<file path="config.mk">
export PLATFORM = sky130hd
export DESIGN_NAME = lru_tag_directory
export DESIGN_NICKNAME = d
export VERILOG_FILES = /design/src/ltd_pkg.sv /design/src/ltd_ctrl.sv /design/src/ltd_datapath.sv /design/src/lru_tag_directory.sv
export SDC_FILE = /design/constraint.sdc
export NUM_CORES = 1
export LEC_CHECK = 0
export BUFFER_PORTS_ARGS = -buffer_cell sky130_fd_sc_hd__buf_2
export CORE_UTILIZATION = 35
export DETAILED_ROUTE_END_ITERATION = 10
export SETUP_SLACK_MARGIN = 0.2
export SYNTH_ARGS = -nofsm -noshare
export SYNTH_HDL_FRONTEND = slang
export SYNTH_SLANG_ARGS = --single-unit
</file>
<file path="constraint.sdc">
create_clock -name clk_i -period 20.5 [get_ports clk_i]
set_clock_uncertainty 0.15 [all_clocks]
set_input_delay 1.025 -clock clk_i [delete_from_list [all_inputs] [get_ports clk_i]]
set_output_delay 1.025 -clock clk_i [all_outputs]
set_load 0.01 [all_outputs]
</file>
<file path="src/ltd_pkg.sv">
// Package for the LRU tag directory: request and result payload types,
// action and status codes, controller state and control structs.
// No dependencies.
package ltd_pkg;

  localparam int DEF_NUM_SLOTS  = 4;
  localparam int DEF_KEY_BITS   = 16;
  localparam int DEF_STAMP_BITS = 64;

  localparam int SONG_KEY_BITS = 16;
  localparam int SLOT_OUT_BITS = 2;

  typedef enum logic [1:0] {
    ACT_PRIME = 2'd0,
    ACT_GET   = 2'd1,
    ACT_CLEAR = 2'd2
  } ltd_action_e;

  typedef enum logic [2:0] {
    ST_IGNORED  = 3'd0,
    ST_HIT      = 3'd1,
    ST_FILLED   = 3'd2,
    ST_NOTFOUND = 3'd3,
    ST_CLEARED  = 3'd4
  } ltd_status_e;

  typedef struct packed {
    logic [1:0]                      action;
    logic signed [SONG_KEY_BITS-1:0] song_key;
    logic                            content_ok;
    logic                            want_big;
  } ltd_req_t;

  typedef struct packed {
    logic [2:0]               status;
    logic [SLOT_OUT_BITS-1:0] slot_index;
    logic                     content_present;
    logic                     big_selected;
  } ltd_result_t;

  typedef enum logic [1:0] {
    S_IDLE,
    S_LOOKUP,
    S_SCAN,
    S_COMMIT
  } ltd_state_e;

  typedef struct packed {
    logic load;
    logic lookup;
    logic scan_step;
    logic commit;
  } ltd_cmd_t;

  typedef struct packed {
    logic need_scan;
    logic scan_done;
  } ltd_stat_t;

endpackage

</file>
<file path="src/ltd_ctrl.sv">
// Controller of the LRU tag directory: sequences lookup, victim scan and commit.
// Depends on ltd_pkg.
module ltd_ctrl import ltd_pkg::*; (
  input  logic      clk_i,
  input  logic      rst_ni,
  input  logic      start,
  input  ltd_stat_t stat_i,
  output ltd_cmd_t  cmd_o,
  output logic      busy
);

  ltd_state_e state_q, state_d;

  always_ff @(posedge clk_i or negedge rst_ni) begin
    if (!rst_ni) begin
      state_q <= S_IDLE;
    end else begin
      state_q <= state_d;
    end
  end

  always_comb begin
    state_d = state_q;
    unique case (state_q)
      S_IDLE: begin
        if (start) state_d = S_LOOKUP;
      end
      S_LOOKUP: begin
        state_d = stat_i.need_scan ? S_SCAN : S_COMMIT;
      end
      S_SCAN: begin
        if (stat_i.scan_done) state_d = S_COMMIT;
      end
      S_COMMIT: begin
        state_d = S_IDLE;
      end
      default: begin
        state_d = S_IDLE;
      end
    endcase
  end

  always_comb begin
    cmd_o = '0;
    busy  = 1'b1;
    unique case (state_q)
      S_IDLE: begin
        busy       = 1'b0;
        cmd_o.load = start;
      end
      S_LOOKUP: begin
        cmd_o.lookup = 1'b1;
      end
      S_SCAN: begin
        cmd_o.scan_step = 1'b1;
      end
      S_COMMIT: begin
        cmd_o.commit = 1'b1;
      end
      default: begin
        busy = 1'b1;
      end
    endcase
  end

endmodule

</file>
<file path="src/ltd_datapath.sv">
// Datapath of the LRU tag directory: slot tags, flags, stamps, use counter,
// parallel tag compare, serial victim scan and result register.
// Depends on ltd_pkg.
module ltd_datapath import ltd_pkg::*; #(
  parameter int NUM_SLOTS  = DEF_NUM_SLOTS,
  parameter int KEY_BITS   = DEF_KEY_BITS,
  parameter int STAMP_BITS = DEF_STAMP_BITS
) (
  input  logic        clk_i,
  input  logic        rst_ni,
  input  ltd_cmd_t    cmd_i,
  input  ltd_req_t    req_i,
  output ltd_stat_t   stat_o,
  output logic        result_valid_o,
  output ltd_result_t result_o
);

  localparam int IdxBits = (NUM_SLOTS > 1) ? $clog2(NUM_SLOTS) : 1;

  logic [KEY_BITS-1:0]   key_q   [NUM_SLOTS];
  logic [STAMP_BITS-1:0] stamp_q [NUM_SLOTS];
  logic [NUM_SLOTS-1:0]  empty_q;
  logic [NUM_SLOTS-1:0]  content_q;
  logic [STAMP_BITS-1:0] counter_q;

  ltd_req_t              req_q;
  logic [KEY_BITS-1:0]   req_key;
  logic                  negative;
  logic                  hit_q;
  logic [IdxBits-1:0]    hit_idx_q;
  logic                  hit_any;
  logic [IdxBits-1:0]    hit_idx;
  logic [IdxBits-1:0]    scan_idx_q;
  logic [IdxBits-1:0]    vic_q;
  logic [STAMP_BITS-1:0] best_stamp_q;
  logic [STAMP_BITS-1:0] next_stamp;

  logic        do_clear, do_touch, do_fill;
  ltd_result_t res_d, res_q;
  logic        valid_q;

  if (KEY_BITS <= SONG_KEY_BITS) begin : g_key_trunc
    assign req_key = req_q.song_key[KEY_BITS-1:0];
  end else begin : g_key_ext
    assign req_key = {{(KEY_BITS-SONG_KEY_BITS){1'b0}}, req_q.song_key};
  end

  assign negative   = req_q.song_key[SONG_KEY_BITS-1];
  assign next_stamp = counter_q + STAMP_BITS'(1);

  // tag compare, lowest matching slot wins
  always_comb begin
    hit_any = 1'b0;
    hit_idx = '0;
    for (int i = NUM_SLOTS - 1; i >= 0; i--) begin
      if (!empty_q[i] && key_q[i] == req_key) begin
        hit_any = 1'b1;
        hit_idx = IdxBits'(i);
      end
    end
  end

  assign stat_o.need_scan = (req_q.action == ACT_PRIME) && !negative && !hit_any;
  assign stat_o.scan_done = empty_q[scan_idx_q] ||
                            (scan_idx_q == IdxBits'(NUM_SLOTS - 1));

  always_comb begin
    res_d    = '0;
    do_clear = 1'b0;
    do_touch = 1'b0;
    do_fill  = 1'b0;
    res_d.status = ST_IGNORED;
    unique case (req_q.action)
      ACT_CLEAR: begin
        do_clear     = 1'b1;
        res_d.status = ST_CLEARED;
      end
      ACT_PRIME: begin
        if (!negative) begin
          if (hit_q) begin
            do_touch              = 1'b1;
            res_d.status          = ST_HIT;
            res_d.slot_index      = SLOT_OUT_BITS'(hit_idx_q);
            res_d.content_present = content_q[hit_idx_q];
          end else begin
            do_fill               = 1'b1;
            res_d.status          = ST_FILLED;
            res_d.slot_index      = SLOT_OUT_BITS'(vic_q);
            res_d.content_present = req_q.content_ok;
          end
        end
      end
      ACT_GET: begin
        if (!negative) begin
          if (hit_q && content_q[hit_idx_q]) begin
            do_touch              = 1'b1;
            res_d.status          = ST_HIT;
            res_d.slot_index      = SLOT_OUT_BITS'(hit_idx_q);
            res_d.content_present = 1'b1;
            res_d.big_selected    = req_q.want_big;
          end else begin
            res_d.status = ST_NOTFOUND;
          end
        end
      end
      default: begin
        res_d.status = ST_IGNORED;
      end
    endcase
  end

  always_ff @(posedge clk_i or negedge rst_ni) begin
    if (!rst_ni) begin
      empty_q   <= '1;
      content_q <= '0;
      counter_q <= '0;
      valid_q   <= 1'b0;
    end else begin
      valid_q <= cmd_i.commit;
      if (cmd_i.commit) begin
        if (do_clear) begin
          empty_q   <= '1;
          content_q <= '0;
          counter_q <= '0;
        end
        if (do_touch || do_fill) begin
          counter_q <= next_stamp;
        end
        if (do_fill) begin
          empty_q[vic_q]   <= 1'b0;
          content_q[vic_q] <= req_q.content_ok;
        end
      end
    end
  end

  always_ff @(posedge clk_i) begin
    if (cmd_i.load) begin
      req_q <= req_i;
    end
    if (cmd_i.lookup) begin
      hit_q      <= hit_any;
      hit_idx_q  <= hit_idx;
      scan_idx_q <= '0;
    end
    // victim scan: first empty slot, else oldest stamp, lowest index on ties
    if (cmd_i.scan_step) begin
      scan_idx_q <= scan_idx_q + IdxBits'(1);
      if (empty_q[scan_idx_q]) begin
        vic_q <= scan_idx_q;
      end else if (scan_idx_q == '0 || stamp_q[scan_idx_q] < best_stamp_q) begin
        vic_q        <= scan_idx_q;
        best_stamp_q <= stamp_q[scan_idx_q];
      end
    end
    if (cmd_i.commit) begin
      res_q <= res_d;
      if (do_touch) begin
        stamp_q[hit_idx_q] <= next_stamp;
      end
      if (do_fill) begin
        stamp_q[vic_q] <= next_stamp;
        key_q[vic_q]   <= req_key;
      end
    end
  end

  assign result_valid_o = valid_q;
  assign result_o       = res_q;

endmodule

</file>
<file path="src/lru_tag_directory.sv">
// Top level of the LRU tag directory: controller plus datapath.
// Depends on ltd_pkg, ltd_ctrl and ltd_datapath.
//
// A request is taken when start is high while busy is low. Its result shows
// on result_o for one cycle with result_valid_o high, and cannot be held
// off. Every request keeps busy high through the lookup and commit states
// after acceptance and its result shows in the cycle after commit, so a
// request is not taken before the previous one is through; a prime that
// misses adds a victim scan of one slot per cycle, stopping at the first
// empty or last slot. The scan shares a single stamp comparator across slots.
// A new request may be taken in the cycle its predecessor's result is shown.
module lru_tag_directory import ltd_pkg::*; #(
  parameter int NUM_SLOTS  = DEF_NUM_SLOTS,
  parameter int KEY_BITS   = DEF_KEY_BITS,
  parameter int STAMP_BITS = DEF_STAMP_BITS
) (
  input  logic        clk_i,
  input  logic        rst_ni,
  input  logic        start,
  output logic        busy,
  input  ltd_req_t    req_i,
  output logic        result_valid_o,
  output ltd_result_t result_o
);

  ltd_cmd_t  cmd;
  ltd_stat_t stat;

  ltd_ctrl u_ctrl (
    .clk_i  (clk_i),
    .rst_ni (rst_ni),
    .start  (start),
    .stat_i (stat),
    .cmd_o  (cmd),
    .busy   (busy)
  );

  ltd_datapath #(
    .NUM_SLOTS  (NUM_SLOTS),
    .KEY_BITS   (KEY_BITS),
    .STAMP_BITS (STAMP_BITS)
  ) u_datapath (
    .clk_i          (clk_i),
    .rst_ni         (rst_ni),
    .cmd_i          (cmd),
    .req_i          (req_i),
    .stat_o         (stat),
    .result_valid_o (result_valid_o),
    .result_o       (result_o)
  );

endmodule

</file>
# == Word level (Yosys, flattened, before mapping) ==
# Memories as Yosys holds them, arrays and structs flattened. A register that Yosys moved wholly into a read port is not among the register bits.
# Cells that the tools add are included.
# word_totals
inputBits,23
out_inout_bits,9
mem_count,2
ff_bits,173
word_cells,136
ramBits,320
# classes
mux,61
n_addsub,2
reduce_logical,30
eq_ne,12
order_cmp,5
n_bitwise,5
# memory_table
memory,words,word_bits,read_ports,rd_ports_with_merged_regs,write_ports,line_no,source
u_datapath.stamp_q,4,64,1,1,1,ltd_datapath.sv:21,logic [STAMP_BITS-1:0] stamp_q [NUM_SLOTS];
u_datapath.key_q,4,16,4,0,1,ltd_datapath.sv:20,logic [KEY_BITS-1:0] key_q [NUM_SLOTS];
# ops
cell,count
64-bit two-way mux,3
64-bit by 1-bit adder with 64-bit output (second input constant),1
16-bit equality test,4
64-bit < comparator,1
64-bit OR reduction,1
1-bit two-way mux,29
4-bit two-way mux,7
2-bit two-way mux,11
5-bit two-way mux,2
2-bit by 3-bit < comparator with 1-bit output (second input constant),3
3-bit case mux with 3 select lines,1
2-bit equality test (second input constant),4
1-bit logical AND,8
2-bit case mux with 4 select lines,1
1-bit zero test,6
2-bit zero test,3
6-bit two-way mux,1
3-bit case mux with 2 select lines,1
2-bit AND reduction,3
2-bit nonzero test,3
4-bit AND,1
1-bit binary-select mux with 2-bit select,2
4-bit bitwise mux,1
2-bit by 1-bit equality test with 1-bit output (second input constant),2
11 further kinds,16

# == Logic depth before layout (Yosys ltp) ==
# Gate-level depths: netlist (run 1).
# An unclocked memory read counts as a cell.
# logic_depth
ltp_word,11
ltp_mapped,11
ltp_nobuf,9

# == Cells and area by module ==
# A second synthesis (run 1) with hierarchy kept.
# unflattened
cells_unflattened,1448
area_unflattened_um2,21745.9
# by_module_without_submodules
module,seq_area_each_um2,cells_per_inst,instances,area_each_um2
ltd_datapath,14423.8,1429,1,21544.4
ltd_ctrl,50.0,19,1,201.4

# == Worst setup path after synthesis (run 1) ==
# No wires, ideal clock.
# synth_timing
path_type,reg-to-reg
startpoint,register with a tool-made name
endpoint,"register u_datapath.best_stamp_q[0] (read register of u_datapath.stamp_q), enable pin"
path_buffers,2
setup_time_ns,0.507
stages_incl_launch_ff,12
path_slack_ns,13.839
synth_period_minus_slack_ns,6.661
required_time_ns,19.843
t_arrival_ns,6.003
cell_sequence,dfxtp_1 -> buf_2 -> buf_1 -> mux4_2 -> ha_1 -> a21o_1 -> a221o_1 -> a2bb2oi_1 -> a21oi_1 -> nor3_1 -> nand3b_1 -> a21oi_1
# synth_lines
item,line_no,source
end: declaration,ltd_datapath.sv:35,logic [STAMP_BITS-1:0] best_stamp_q;

==> results of run 1 <==
==> flip-flops by register name, indices dropped and copies added (netlist names), 4 cells and up, named ones only <==
| register | flops |
|---|---|
| u_datapath.stamp_q | 256 |
| u_datapath.best_stamp_q | 64 |
| u_datapath.counter_q | 64 |
| u_datapath.key_q | 64 |
| u_datapath.req_key | 16 |
| u_datapath.result_o | 7 |
| u_datapath.content_q | 4 |
| u_datapath.empty_q | 4 |
| u_datapath.req_q | 4 |
==> layout make-up <==
class / count / area (um2) / area share
timing repair buffer: 45 / 262.8 / 0.01084
clock inverter: 23 / 292.8 / 0.01208
clock buffer: 75 / 1478 / 0.06097
multi-input combinational: 797 / 6455 / 0.2664
inverter: 77 / 289.0 / 0.01193
tap: 782 / 978.4 / 0.04037
sequential: 495 / 14480 / 0.5974
==> layer usage <==
| metal | vias to the layer above | global-route usage | wire length [um] |
|---|---|---|---|
| li1 | 5493 | - | - |
| met1 | 5915 | 0.1860 | 19140 |
| met2 | 237 | 0.2222 | 20030 |
| met3 | 53 | 0.02560 | 1842 |
| met4 | 0 | 0.03580 | 792 |
| met5 | - | 0 | 0 |
==> worst max-delay path by stage <==
stage	startpoint	end	slack, ns	cells after the start
floorplan	flop	u_datapath.best_stamp_q[0]	13.84	11
global placement	flop	u_datapath.best_stamp_q[31]	15.12	11
detailed placement	flop	u_datapath.best_stamp_q[35]	15.07	11
CTS	flop	u_datapath.best_stamp_q[54]	15.02	11
global route	flop	u_datapath.best_stamp_q[54]	14.58	11
finish	flop	u_datapath.best_stamp_q[54]	15.18	11
==> Yosys cell counts (31+ instances only) <==
cell type / instances / area share
nor2_1: 60 / 0.011
inv_1: 77 / 0.014
ha_1: 71 / 0.042
a21oi_1: 48 / 0.011
o21ai_0: 74 / 0.017
dfrtp_1: 71 / 0.083
nand2_1: 97 / 0.017
edfxtp_1: 418 / 0.59
nand3_1: 60 / 0.014
xor2_1: 72 / 0.029
nand4_1: 31 / 0.0091
mux4_2: 66 / 0.070
xnor2_1: 54 / 0.022
==> cell families (layout without fill, tap and decap cells) <==
group	count (synthesis)	count (layout)	synth area share
buffers and inverters	127	220	0.02359
adders and majority gates	71	71	0.04155
DFF	495	495	0.6770
xor gates and xnor gates	126	126	0.05162
and+or+nand+nor	332	332	0.07959
AOI/OAI and AO/OA	196	196	0.05414
muxes	72	72	0.07251
==> report_power, final <==
group / internal (mW) / switching (mW) / leakage [nW]
registers: 1.17 / 0.0693 / 5.13
clock network: 0.578 / 0.387 / 0.863
logic: 0.153 / 0.201 / 3.15
total: 1.90 / 0.657 / 9.13
==> flow_summary.toml, run 1 <==
[logic_synthesis]
synth_area_per_cell_um2 = 15.07
yosysUniqueCellTypes = 59
synthArstFlopShare = 0.1515
syn_nets = 1513
ys_seq_elements = 495
yosysWarnings = 0
postSynthCellCount = 1419
ys.flop_type = "edfxtp_1"
ys_seq_area_frac = 0.6770
syn_area_mm2 = 0.02138
synth-edff-count = 418

[critical_path]
rr_endpoint = "u_datapath.best_stamp_q[54]"
rrSetupSlack_ns = 15.18
critPathLaunchType = "flop"
crit_chain = "buf_4 > mux4_2 > ha_1 > nand4_1 > nor4_1 > nand3_1 > nor4_1 > o21ai_0 > nand3b_1 > a21oi_4 > buf_4"
crit_path_end_kind = "flop"
cp_top_family = "simple AND/OR/NAND/NOR gates"
required_ns = 20.56
path_buf_inv = 2
cpPeakStageDelay_ns = 0.91
worst-r2r-cell-count = 11
slowest_stage = "dfxtp_4"
cp.arrival_ns = 5.38
path_class = "flop to flop"
path_max_fanout = 64

[clock_tree]
clk_latency_ns = 0.60
cts-root-buf = "clkbuf_16"
cts.repair.resized = 0
cts_sinks = 495
cts_hold_buffers = 0
htreeDepth = 2
clockBufferDepth = 3
postCtsSetupBuffers = 0
numCtsBuffers = 52
clkTransAtPathRegs_ns = 0.06
cts_tree = "built"

[timing]
worstMarginPinSlew_ns = 1.112
hold_slack_ns = 0.2357
tns_ns = 0
period_needed_ns = 5.322
rsz0062_at_grt = "false"
period_share = 0.2596
drv_slew = 0
maxSlewHeadroom = 0.2588
timing.final.ws_setup_ns = 15.18
setup_viol = 0
max_freq_mhz = 187.9
finalHoldViolations = 0

[routing]
ant_nets = 0
first_pass_iters = 5
avgRoutedWirePerCell_um = 18.22
wl_um = 41800
vias = 11698
drt_iter0_markers = 956
viasPerCell = 5.099
drc = 0

[layout]
final_common_cell = "edfxtp_1"
finalNetCount = 1562
fillers = 5488
syn_to_final_growth_pct = 13.36
layout.cells.non_filler = 2294
final_area_mm2 = 0.02423
fin_util = 0.4015
num_antenna_cells = 0
layout_common_cells = "418 x edfxtp_1, 96 x nand2_1, 77 x inv_1"
drive_gt1_frac = 0.1455

[grt]
grt_start_max_net_pins = 92
antenna_found_initial = 0
grt_pass1_wl_um = 66450
grt_pass1_vias = 11701
grt-ovfl-total = 0
grtUsageTotal = 0.1359

[place]
placed_area_mm2 = 0.02246
gp_congestion = 0.7498
dp_slack_ns = 15.07
hpwl_um = 24580
port_buffers = 31
placed_cells = 2196

[status]
outcome = "finished clean"

[floorplanning]
rows = 90
die_x_um = 249.2
initial_core_util = 0.3542
die_area_mm2 = 0.06208
pin_count = 32
chipHeight_um = 249.2
core-area_mm2 = 0.06036

[min_path]
hp-class = "input port to asynchronous set/reset pin"

[pwr]
power_mw = 2.557
p_per_area_mw_per_mm2 = 105.5
ir_drop_uv = 77.39
leakage_nw = 9.135

[job]
drv_cap = 0
Power figures use the tool's default switching activity.
==> run 2, diff against run 1 <==
==> constraint.sdc (replaced) <==
create_clock -name clk_i -period 4.7 [get_ports clk_i]
set_clock_uncertainty 0.15 [all_clocks]
set_input_delay 0.235 -clock clk_i [delete_from_list [all_inputs] [get_ports clk_i]]
set_output_delay 0.235 -clock clk_i [all_outputs]
set_load 0.01 [all_outputs]
==> run 2 against run 1 <==
  * Design area grew 1.3%
  * Via count is 1.0% higher
  * Die area stayed put
  * Routed wire length grew 1.9%
  * Cell count grew 1.4%
  * Clock power grew to 4.1 times the previous value
==> flow_summary.toml, run 2 (synthesis gave the netlist of run 1 again) <==
[layout]
final_common_cell = "edfxtp_1"
num_antenna_cells = 0
syn_to_final_growth_pct = 14.78
fillers = 5493
final_area_mm2 = 0.02454
drive_gt1_frac = 0.1483
layout_common_cells = "418 x edfxtp_1, 96 x nand2_1, 77 x inv_1"
layout.cells.non_filler = 2326
largest_reg_flops = 256
finalNetCount = 1596
largest-register = "u_datapath.stamp_q"
multi_input_area_mm2 = 0.006461
seqCellArea_mm2 = 0.01448

[critical_path]
worst-r2r-cell-count = 11
cp.arrival_ns = 4.20
rrSetupSlack_ns = 0.60
crit_top_cell = "buf_4"
required_ns = 4.80
rr_endpoint = "u_datapath.best_stamp_q[40]"
path_class = "flop to flop"
cp_top_family = "compound AO/OA/AOI/OAI gates"
crit_chain = "buf_4 > mux4_2 > ha_1 > a21oi_1 > nand2_1 > a211oi_1 > o31ai_1 > o21ai_0 > nand3b_1 > a21oi_4 > buf_4"
path_max_fanout = 24
crit_path_end_kind = "flop"
critPathLaunchType = "flop"
slowest_stage = "mux4_2"
cpPeakStageDelay_ns = 0.57
path_buf_inv = 2

[timing]
drv_slew = 0
finalHoldViolations = 0
timing.final.ws_setup_ns = 0.5975
worstMarginPinSlew_ns = 1.039
rsz0062_at_grt = "false"
maxSlewHeadroom = 0.3058
max_freq_mhz = 243.8
tns_ns = 0
hold_slack_ns = 0.2070
period_share = 0.8729
period_needed_ns = 4.103
setup_viol = 0

[place]
dp_slack_ns = 0.3413
gp_congestion = 0.7790
hpwl_um = 26170
port_buffers = 31
placed_cells = 2207
placed_area_mm2 = 0.02266

[grt]
grtUsageTotal = 0.1411
grt_start_max_net_pins = 77
grt_pass1_vias = 12320
antenna_found_initial = 0
grt-ovfl-total = 0
grt_pass1_wl_um = 69350

[routing]
viasPerCell = 5.082
first_pass_iters = 5
ant_nets = 0
drt_iter0_markers = 818
avgRoutedWirePerCell_um = 18.31
wl_um = 42600
vias = 11820
drc = 0

[pwr]
ir_drop_uv = 284.3
p_per_area_mw_per_mm2 = 447.6
leakage_nw = 9.246

[clock_tree]
clkTransAtPathRegs_ns = 0.06
htreeDepth = 2
clockBufferDepth = 3
cts-root-buf = "clkbuf_16"
clk_latency_ns = 0.59
cts_sinks = 495
cts_tree = "built"
numCtsBuffers = 52

[min_path]
min_from = "req_i[14]"
hp-class = "input port to flop"
hold-path-endpoint = "u_datapath.req_key[12]"
hold-path-cell-count = 2

[job]
drv_cap = 0

[floorplanning]
initial_core_util = 0.3542
die_area_mm2 = 0.06208
rows = 90
pin_count = 32
core-area_mm2 = 0.06036
die_x_um = 249.2
chipHeight_um = 249.2

[status]
outcome = "finished clean"
[run 2: worst reg2reg max path: stages, from the launching register on]
cell	delay, ns
dfxtp_4	0.51
buf_4	0.33
mux4_2	0.58
ha_1	0.35
a21oi_1	0.14
nand2_1	0.07
a211oi_1	0.33
o31ai_1	0.19
o21ai_0	0.25
nand3b_1	0.25
a21oi_4	0.23
buf_4	0.37
[run 2: power by group]
group | switching, mW | internal (mW)
combinational | 0.949 | 0.731
clock | 1.66 | 2.31
sequential | 0.239 | 5.10
total | 2.85 | 8.14
[run 2: worst max path at each step]
| stage | from | endpoint | cells past startpoint |
|---|---|---|---|
| 2_1_floorplan | u_datapath.req_key[15] | u_datapath.stamp_q[0][0] | 8 |
| 3_3_place_gp | flop | u_datapath.best_stamp_q[40] | 11 |
| 3_5_place_dp | flop | u_datapath.best_stamp_q[46] | 11 |
| 4_1_cts | flop | u_datapath.best_stamp_q[51] | 11 |
| 5_1_grt | flop | u_datapath.best_stamp_q[42] | 11 |
| 6_report | flop | u_datapath.best_stamp_q[40] | 11 |
[run 2: layout make-up]
cell class,count,area share
flip-flops and latches,495,0.5901
multi-input cells,797,0.2633
clock inverters,20,0.007699
clock buffers,76,0.05920
well taps,782,0.03987
inverters,77,0.01178
repair buffers,79,0.02804
[run 2: layer usage]
metal	share of wire	vias to the layer above	global-route usage	routed length [um]
li1	-	5545	-	-
met1	0.45	5962	0.1880	19130
met2	0.49	245	0.2398	20880
met3	0.039	68	0.01944	1676
met4	0.021	0	0.04162	907
met5	0	-	0	0
[run 2: repair_timing]
action,4_1_cts,5_1_grt
gates resized for setup,0,1
hold endpoints to repair,58,0
hold buffers,23,0
endpoints found under the setup margin,0,64
buffers inserted,0,0
[run 2: through the flow]
step	utilization	power (mW)
after CTS	0.4065	11.13
final	0.4066	10.98
after floorplan	-	6.544
after global placement	0.3755	7.093
after detailed placement	0.3755	7.126
after global routing	0.4066	11.49
